<file path="src/design/srie_pkg.sv">
// Shared types, constants and opcodes for the small RISC instruction executor.
package srie_pkg;

    localparam int INSTR_W    = 32;
    localparam int REG_COUNT  = 32;
    localparam int RF_AW      = $clog2(REG_COUNT);
    localparam int MEM_DEPTH  = 1024;
    localparam int MEM_AW     = $clog2(MEM_DEPTH);
    localparam int PROG_DEPTH = 512;
    localparam int PROG_AW    = $clog2(PROG_DEPTH);
    localparam int DIV_CW     = 5;
    localparam int OUT_W      = 96;

    localparam logic [RF_AW-1:0] PC_REG    = RF_AW'(31);
    localparam logic [RF_AW-1:0] FETCH_REG = RF_AW'(30);

    localparam logic [2:0] ST_OK     = 3'd0;
    localparam logic [2:0] ST_HALTED = 3'd1;
    localparam logic [2:0] ST_BADOP  = 3'd2;
    localparam logic [2:0] ST_BADPC  = 3'd3;
    localparam logic [2:0] ST_DIVZ   = 3'd4;

    typedef enum logic [7:0] {
        OP_ADD  = 8'd0,  OP_ADDC = 8'd1,  OP_MUL  = 8'd2,  OP_SUB  = 8'd3,
        OP_DIV  = 8'd4,  OP_LSH  = 8'd5,  OP_RSH  = 8'd6,  OP_AND  = 8'd7,
        OP_OR   = 8'd8,  OP_XOR  = 8'd9,  OP_LDM  = 8'd10, OP_LDC  = 8'd11,
        OP_LDMC = 8'd12, OP_STO  = 8'd13, OP_STM  = 8'd14, OP_STMC = 8'd15,
        OP_BLT  = 8'd16, OP_BNZ  = 8'd17, OP_B    = 8'd18, OP_J    = 8'd19,
        OP_JLT  = 8'd20, OP_JNZ  = 8'd21, OP_CMP  = 8'd22, OP_HALT = 8'd23
    } op_t;

    typedef enum logic [3:0] {
        S_CLR, S_IDLE, S_FETCH, S_RDX, S_RDY, S_RDR, S_RDP, S_CAPP,
        S_EXEC, S_DIV, S_MRD, S_WB, S_PCW, S_DONE, S_HDONE
    } state_t;

    typedef enum logic [1:0] {
        RSEL_X, RSEL_Y, RSEL_R, RSEL_P
    } rsel_t;

    typedef struct packed {
        logic              load_instr;
        logic              fetch_wr;
        logic              rf_rd;
        rsel_t             rsel;
        logic              cap_x;
        logic              cap_y;
        logic              cap_r;
        logic              cap_p;
        logic              exec;
        logic              div_step;
        logic              dm_rd;
        logic              wb;
        logic              pc_wr;
        logic              out_load;
        logic              out_halt;
        logic              clr_en;
        logic [MEM_AW-1:0] clr_addr;
    } cmd_t;

    typedef struct packed {
        logic halted;
        logic div_go;
        logic load;
        logic out_busy;
    } sts_t;

endpackage

</file>
<file path="src/design/srie_ctrl.sv">
// Sequencing state machine for the instruction executor.
module srie_ctrl (
    input  logic                clk,
    input  logic                rst_n,
    input  logic                s_tvalid,
    output logic                s_tready,
    input  srie_pkg::sts_t      sts,
    output srie_pkg::cmd_t      cmd
);

    srie_pkg::state_t               state_reg, state_next;
    logic [srie_pkg::MEM_AW-1:0]    cnt_reg, cnt_next;

    always_ff @(posedge clk or negedge rst_n)
    begin
        if (!rst_n)
        begin
            state_reg <= srie_pkg::S_CLR;
            cnt_reg   <= '0;
        end
        else
        begin
            state_reg <= state_next;
            cnt_reg   <= cnt_next;
        end
    end

    always_comb
    begin
        state_next = state_reg;
        cnt_next   = cnt_reg;
        case (state_reg)
            srie_pkg::S_CLR:
            begin
                cnt_next = cnt_reg + 1'b1;
                if (cnt_reg == srie_pkg::MEM_AW'(srie_pkg::MEM_DEPTH - 1))
                begin
                    cnt_next   = '0;
                    state_next = srie_pkg::S_IDLE;
                end
            end
            srie_pkg::S_IDLE:
                if (s_tvalid)
                    state_next = sts.halted ? srie_pkg::S_HDONE : srie_pkg::S_FETCH;
            srie_pkg::S_FETCH: state_next = srie_pkg::S_RDX;
            srie_pkg::S_RDX:   state_next = srie_pkg::S_RDY;
            srie_pkg::S_RDY:   state_next = srie_pkg::S_RDR;
            srie_pkg::S_RDR:   state_next = srie_pkg::S_RDP;
            srie_pkg::S_RDP:   state_next = srie_pkg::S_CAPP;
            srie_pkg::S_CAPP:  state_next = srie_pkg::S_EXEC;
            srie_pkg::S_EXEC:
            begin
                cnt_next = '0;
                if (sts.div_go)
                    state_next = srie_pkg::S_DIV;
                else if (sts.load)
                    state_next = srie_pkg::S_MRD;
                else
                    state_next = srie_pkg::S_WB;
            end
            srie_pkg::S_DIV:
            begin
                cnt_next = cnt_reg + 1'b1;
                if (cnt_reg[srie_pkg::DIV_CW-1:0] == '1)
                begin
                    cnt_next   = '0;
                    state_next = srie_pkg::S_WB;
                end
            end
            srie_pkg::S_MRD:   state_next = srie_pkg::S_WB;
            srie_pkg::S_WB:    state_next = srie_pkg::S_PCW;
            srie_pkg::S_PCW:   state_next = srie_pkg::S_DONE;
            srie_pkg::S_DONE, srie_pkg::S_HDONE:
                if (!sts.out_busy)
                    state_next = srie_pkg::S_IDLE;
            default:           state_next = srie_pkg::S_IDLE;
        endcase
    end

    always_comb
    begin
        cmd          = '0;
        cmd.rsel     = srie_pkg::RSEL_X;
        cmd.clr_addr = cnt_reg;
        s_tready     = 1'b0;
        case (state_reg)
            srie_pkg::S_CLR:   cmd.clr_en = 1'b1;
            srie_pkg::S_IDLE:
            begin
                s_tready       = 1'b1;
                cmd.load_instr = s_tvalid;
            end
            srie_pkg::S_FETCH: cmd.fetch_wr = 1'b1;
            srie_pkg::S_RDX:
            begin
                cmd.rf_rd = 1'b1;
                cmd.rsel  = srie_pkg::RSEL_X;
            end
            srie_pkg::S_RDY:
            begin
                cmd.cap_x = 1'b1;
                cmd.rf_rd = 1'b1;
                cmd.rsel  = srie_pkg::RSEL_Y;
            end
            srie_pkg::S_RDR:
            begin
                cmd.cap_y = 1'b1;
                cmd.rf_rd = 1'b1;
                cmd.rsel  = srie_pkg::RSEL_R;
            end
            srie_pkg::S_RDP:
            begin
                cmd.cap_r = 1'b1;
                cmd.rf_rd = 1'b1;
                cmd.rsel  = srie_pkg::RSEL_P;
            end
            srie_pkg::S_CAPP:  cmd.cap_p = 1'b1;
            srie_pkg::S_EXEC:  cmd.exec = 1'b1;
            srie_pkg::S_DIV:   cmd.div_step = 1'b1;
            srie_pkg::S_MRD:   cmd.dm_rd = 1'b1;
            srie_pkg::S_WB:    cmd.wb = 1'b1;
            srie_pkg::S_PCW:   cmd.pc_wr = 1'b1;
            srie_pkg::S_DONE:  cmd.out_load = !sts.out_busy;
            srie_pkg::S_HDONE:
            begin
                cmd.out_load = !sts.out_busy;
                cmd.out_halt = 1'b1;
            end
            default:           cmd = '0;
        endcase
    end

endmodule

</file>
<file path="config.mk">
export PLATFORM = sky130hd
export DESIGN_NAME = srie_ctrl
export DESIGN_NICKNAME = d
export VERILOG_FILES = /design/src/design/srie_pkg.sv /design/src/design/srie_ctrl.sv
export SDC_FILE = /design/constraint.sdc
export NUM_CORES = 1
export LEC_CHECK = 0
export ABC_AREA = 1
export BUFFER_PORTS_ARGS = -buffer_cell sky130_fd_sc_hd__buf_2
export CAP_MARGIN = 15
export CORE_ASPECT_RATIO = 1.5
export CORE_MARGIN = 2
export CORE_UTILIZATION = 45
export DETAILED_ROUTE_END_ITERATION = 7
export PLACE_DENSITY = 0.83
export SYNTH_ARGS = -nofsm -noshare
export SYNTH_HDL_FRONTEND = slang
export SYNTH_SLANG_ARGS = --single-unit
</file>
<file path="constraint.sdc">
create_clock -name clk -period 1.7 [get_ports clk]
set_clock_uncertainty 0.2 [all_clocks]
set_input_delay 0.34 -clock clk [delete_from_list [all_inputs] [get_ports clk]]
set_output_delay 0.34 -clock clk [all_outputs]
set_load 0.01 [all_outputs]
</file>
==> results of run 1 <==
[cells by family after synthesis]
group / after synthesis / synth area share, %
adder cells (fa/ha/maj): 2 / 2.32
buffers and inverters: 33 / 12.2
XOR/XNOR: 3 / 2.43
AO/OA/AOI/OAI: 10 / 4.98
AND/OR/NAND/NOR: 107 / 45.7
flip-flops: 14 / 32.4
[routing by layer]
metal,wire length (um),vias up,share of wire [%]
met4,87,0,2.7
met3,177,6,5.5
li1,-,630,-
met2,1770,58,55
met5,0,-,0
met1,1170,584,36
[per-stage QoR]
stage / setup slack (ns) / util, % / total power, mW / hold WS [ns] / setup TNS [ns]
after floorplan: 0.0682 / - / 1.41 / -0.156 / 0
after global placement: 0.0275 / 58.6 / 1.78 / 0.0558 / 0
after detailed placement: -0.0237 / 58.6 / 1.79 / 0.0572 / -0.0443
after CTS: -0.147 / 67.4 / 2.35 / 0.141 / -3.17
after global routing: -0.257 / 70.2 / 2.71 / 0.157 / -6.97
final: -0.190 / 70.2 / 2.54 / 0.161 / -4.42
[final cells by class]
type	instances	area share, %
flip-flops and latches	14	22.4
clock buffers	3	1.42
well taps	23	1.82
inverters	32	7.73
repair buffers	54	22.9
multi-input cells	122	43.7
[synthesized netlist by cell type]
cell     number  area, um2
o21ai_0       5       25.0
nand3_2       2       20.0
nand3_1      11       55.1
nor3_1        2       10.0
nand4_1       3       18.8
nor2_4        2       22.5
nor2_2        7       43.8
dfrtp_1      14        350
inv_1        32        120
nand2_2       9       56.3
o22ai_1       3       18.8
a21oi_1       2       10.0
xor2_1        3       26.3
nor2_1       34        128
ha_1          2       25.0
buf_6         1       11.3
nand2_1      37        139
[path summary, 6_finish.rpt]
kind / startpoint / cells past startpoint / slack (ns) / to
setup / recovery: state_reg[3] / 6 / -0.19 / cmd[10]
hold / removal: sts[0] / 3 / 0.16 / state_reg[2]
setup reg to reg: state_reg[3] / 8 / -0.08 / cnt_reg[7]
hold reg to reg: cnt_reg[2] / 2 / 0.37 / cnt_reg[2]
max in group asynchronous: rst_n / 2 / 0.75 / state_reg[0]
min in group asynchronous: rst_n / 2 / 0.28 / cnt_reg[2]
[power by group through the flow]
stage	sequential, mW	combinational, mW	clock [mW]
2_1_floorplan	0.517	0.898	0
3_3_place_gp	0.537	1.24	0
3_5_place_dp	0.540	1.25	0
4_1_cts	0.577	1.59	0.191
5_1_grt	0.607	1.90	0.206
6_report	0.597	1.75	0.186
[tightest hold or removal path, delay by kind of cell]
family,cells,cell delay (ns)
simple gates,2,0.14
buf+inv,1,0.13
[placed cells by master (no fill, tap or decap), types with 4 or more instances in the layout]
cell,instances
buf_2,32
buf_4,14
dfrtp_1,10
buf_6,6
nand3_1,9
inv_2,11
inv_1,20
nand3_2,4
nor2_1,31
nor2_2,4
o21ai_0,4
nand2_2,15
nor2_4,8
nand2_1,28
dfrtp_2,4
[timing repair]
action | in CTS | in global routing
endpoints found under the hold margin | 14 | 0
hold buffers | 1 | 0
pin swaps | 6 | 10
endpoints found under the setup margin | 30 | 42
setup buffers | 11 | 3
resized for setup | 33 | 17
==> reports/metrics.csv, run 1 <==
metric,value,unit
seqCellArea,355,um2
path_cells,nor2_4 > buf_4 > buf_6 > nand2_2 > inv_2 > buf_6,
ant_nets,0,
path_max_fanout,6,
core-area,2260,um2
met2_usage,43.0,%
violations,setup timing,
power.leakage,0.897,nW
slowest_delay,0.48,ns
busiest_layer,met2,
max-slew-margin-rel,78.2,%
instances_no_fill,248,
cts_tree,yes,
portBuffers,34,
syn_area,1080,um2
worst_ep_required_time,1.16,ns
dpl.cell_count,231,
start_kind,flop,
syn_avg_cell_area,6.39,um2
seqPwrFrac,23.6,%
insertion_delay,0.28,ns
grtUsageTotal,23.6,%
grt_use_met3,3.39,%
grtUsageMet1,24.7,%
hpwl,2.18,mm
wl,3.20,mm
fill_cells,193,
yosys_warnings,0,
die_w,44.0,um
syn_nets,178,
die-area,2820,um2
finish.instance_area,1590,um2
clock_sinks,14,
crit_family,flip-flops,
period_minus_slack,1.89,ns
fmax,0.529,GHz
slowest_stage,dfrtp_2,
largest_register_ffs,10,
worst_pin_slew,0.326,ns
via_count,1278,
multi_input_area,693,um2
antenna_found_initial,0,
grt_start_max_net_pins,15,
gp_congestion,0.868,
drc,0,
ys_seq_area_share,32.4,%
p_comb_share,69.1,%
p_clk_share,7.4,%
setup_viol,37,
drt_first_pass_iters,4,
wire_per_inst,12.9,um
die_y,64.0,um
ys_seq_elements,14,
nNetsFinal,236,
endpoint_kind,output pin,
crit_top_cell,buf_6,
report.final.hold_viol_count,0,
hold_path_class,input port to flop,
cts-buffers-inserted,3,
grt_setup_unrepaired,true,
fin_ws,-0.190,ns
postPlaceCellArea,1330,um2
cp_num_buf_inv,4,
critical_path_class,flop to output pin,
ir_drop,1.03,mV
clockBufferDepth,2,
synthToLayoutAreaGrowth,46.8,%
min_period_over_period,111,%
synth.distinct_cells,17,
grt_pass1_vias,1170,
num_io_pins,35,
postSynthCellCount,169,
power.internal,1.26,mW
grt_pass1_wl,4.93,mm
p_per_area,1600,nW/um2
maxCapViolCount,0,
diodes,0,
overflow,0,
outcome,"finished, violations left",
root_buffer,clkbuf_4,
p_sw,1.28,mW
clk_pin_slew,0.08,ns
swShare,50.4,%
layout-drive-gt1-share,48.4,%
cp.arrival,1.35,ns
via_per_inst,5.15,
drtIter0Drc,23,
maxSlewViolCount,0,
initial_utilization,47.8,%
rows,21,
htree_levels,1,
No activity file was read; power rests on OpenSTA's default activity.
==> run 2, diff against run 1 <==
Settings changed: BUFFER_PORTS_ARGS -buffer_cell sky130_fd_sc_hd__buf_2 to default, CORE_UTILIZATION 45 to 55, DONT_BUFFER_PORTS from default to 1, PLACE_DENSITY 0.83 to 0.81.
==> run 2 against run 1 <==
The run still ends with setup timing left. Via count increased by 13%. Register-to-register slack got worse by 0.20 ns. Combinational power increased by 27%. Global-route usage increased by 6.3 points. Fmax decreased by 4.6%. Critical path type is now flop to flop.
==> reports/metrics.csv, run 2 (synthesis gave the netlist of run 1 again) <==
metric,value,unit
wire_per_inst,22.4,um
grt_pass1_wl,4.84,mm
cts_tree,yes,
synthToLayoutAreaGrowth,56.4,%
cts-buffers-inserted,3,
grt_pass1_vias,1149,
path_max_fanout,4,
grtUsageTotal,29.9,%
outcome,"finished, violations left",
cp.arrival,1.99,ns
ant_nets,0,
fin_ws,-0.282,ns
htree_levels,1,
instances_no_fill,222,
maxCapViolCount,0,
hold_path_depth,2,
fmax,0.504,GHz
rows,19,
clockBufferDepth,2,
via_per_inst,6.50,
die_w,40.2,um
endpoint_kind,flop,
tns,-5.01,ns
wl,4.97,mm
initial_utilization,59.0,%
largest_register_ffs,10,
via_count,1442,
drtIter0Drc,114,
start_kind,flop,
final_cell_mix,"27 x nand2_1, 20 x nor2_4, 19 x nor2_1, 19 x buf_4, 17 x inv_1",
insertion_delay,0.30,ns
maxSlewViolCount,0,
num_io_pins,35,
utilization,92.3,%
nNetsFinal,211,
clk_pin_slew,0.09,ns
core-area,1830,um2
hold_path_class,input port to flop,
power.leakage,0.843,nW
drc,0,
dpl.cell_count,195,
antenna_found_initial,0,
fill_cells,60,
violations,setup timing,
dp_slack,-0.0602,ns
drt_first_pass_iters,5,
root_buffer,clkbuf_4,
clock_sinks,14,
die_y,58.3,um
worst_pin_slew,0.668,ns
die-area,2340,um2
overflow,0,
p_per_area,1830,nW/um2
min_period_over_period,117,%
gp_congestion,0.889,
setup_viol,41,
portBuffers,0,
mostFrequentLayoutCell,nand2_1,
critical_path_class,flop to flop,
diodes,0,
ir_drop,1.46,mV
worst_ep_required_time,1.70,ns
grt_setup_unrepaired,true,
layout-drive-gt1-share,51.7,%
hpwl,2.00,mm
ff2ff_path_depth,11,
report.final.hold_viol_count,0,
period_minus_slack,1.98,ns
grt_start_max_net_pins,15,
max-slew-margin-rel,55.4,%
-- run 2: layout make-up --
type                            instances  area, um2  share of cell area, %
Multi-Input combinational cell        124        891                   52.7
Sequential cell                        14        355                   21.0
Timing Repair Buffer                   27        240                   14.2
Inverter                               32        140                   8.30
Clock buffer                            4       36.3                   2.15
Tap cell                               21       26.3                   1.56
-- run 2: timing repair --
| action | CTS | global route |
|---|---|---|
| setup endpoints to repair | 37 | 41 |
| setup buffers | 9 | 11 |
| hold buffers | 1 | 0 |
| cloned | 1 | 1 |
| resized for setup | 43 | 60 |
| pin swaps | 10 | 16 |
| endpoints found under the hold margin | 14 | 0 |
-- run 2: worst paths after layout --
check | start | end | slack [ns]
setup / recovery | cnt_reg[1] | cnt_reg[8] | -0.28
hold reg to reg | cnt_reg[5] | cnt_reg[5] | 0.43
max in group asynchronous | rst_n | state_reg[3] | 0.52
hold / removal | sts[0] | state_reg[2] | 0.02
min in group asynchronous | rst_n | cnt_reg[7] | 0.31
setup reg to reg | cnt_reg[1] | cnt_reg[8] | -0.28
-- run 2: worst max-delay path, cell delays in order, from the launching register on --
cell and delay [ns]:
dfrtp_1 0.40, ha_2 0.22, nand2_4 0.09, nor2_4 0.04
ha_2 0.18, inv_2 0.07, nand2_4 0.07, buf_4 0.15
buf_6 0.11, nand3_2 0.06, o21ai_1 0.09, a21oi_1 0.22
-- run 2: routing by layer --
metal / vias to the layer above / global-route usage, % / part of all wire [%]
li1: 586 / - / -
met1: 657 / 31.2 / 32
met2: 149 / 51.2 / 48
met3: 50 / 4.98 / 12
met4: 0 / 19.5 / 8.3
met5: - / 0 / 0
-- run 2: report_power, final --
part | switching (mW) | total, mW | leakage, nW | internal [mW]
Clock | 0.120 | 0.251 | 0.0210 | 0.131
Sequential | 0.175 | 0.610 | 0.180 | 0.435
Combinational | 1.41 | 2.23 | 0.642 | 0.813
Total | 1.71 | 3.09 | 0.843 | 1.38
-- run 2: through the flow --
step | total power, mW | hold slack (ns) | instance area (um2)
floorplan | 1.41 | -0.156 | 1080
global placement | 1.60 | -0.155 | 1140
detailed placement | 1.64 | -0.155 | 1140
CTS | 2.27 | 0.0123 | 1380
global route | 3.21 | 0.0319 | 1690
finish | 3.09 | 0.0221 | 1690
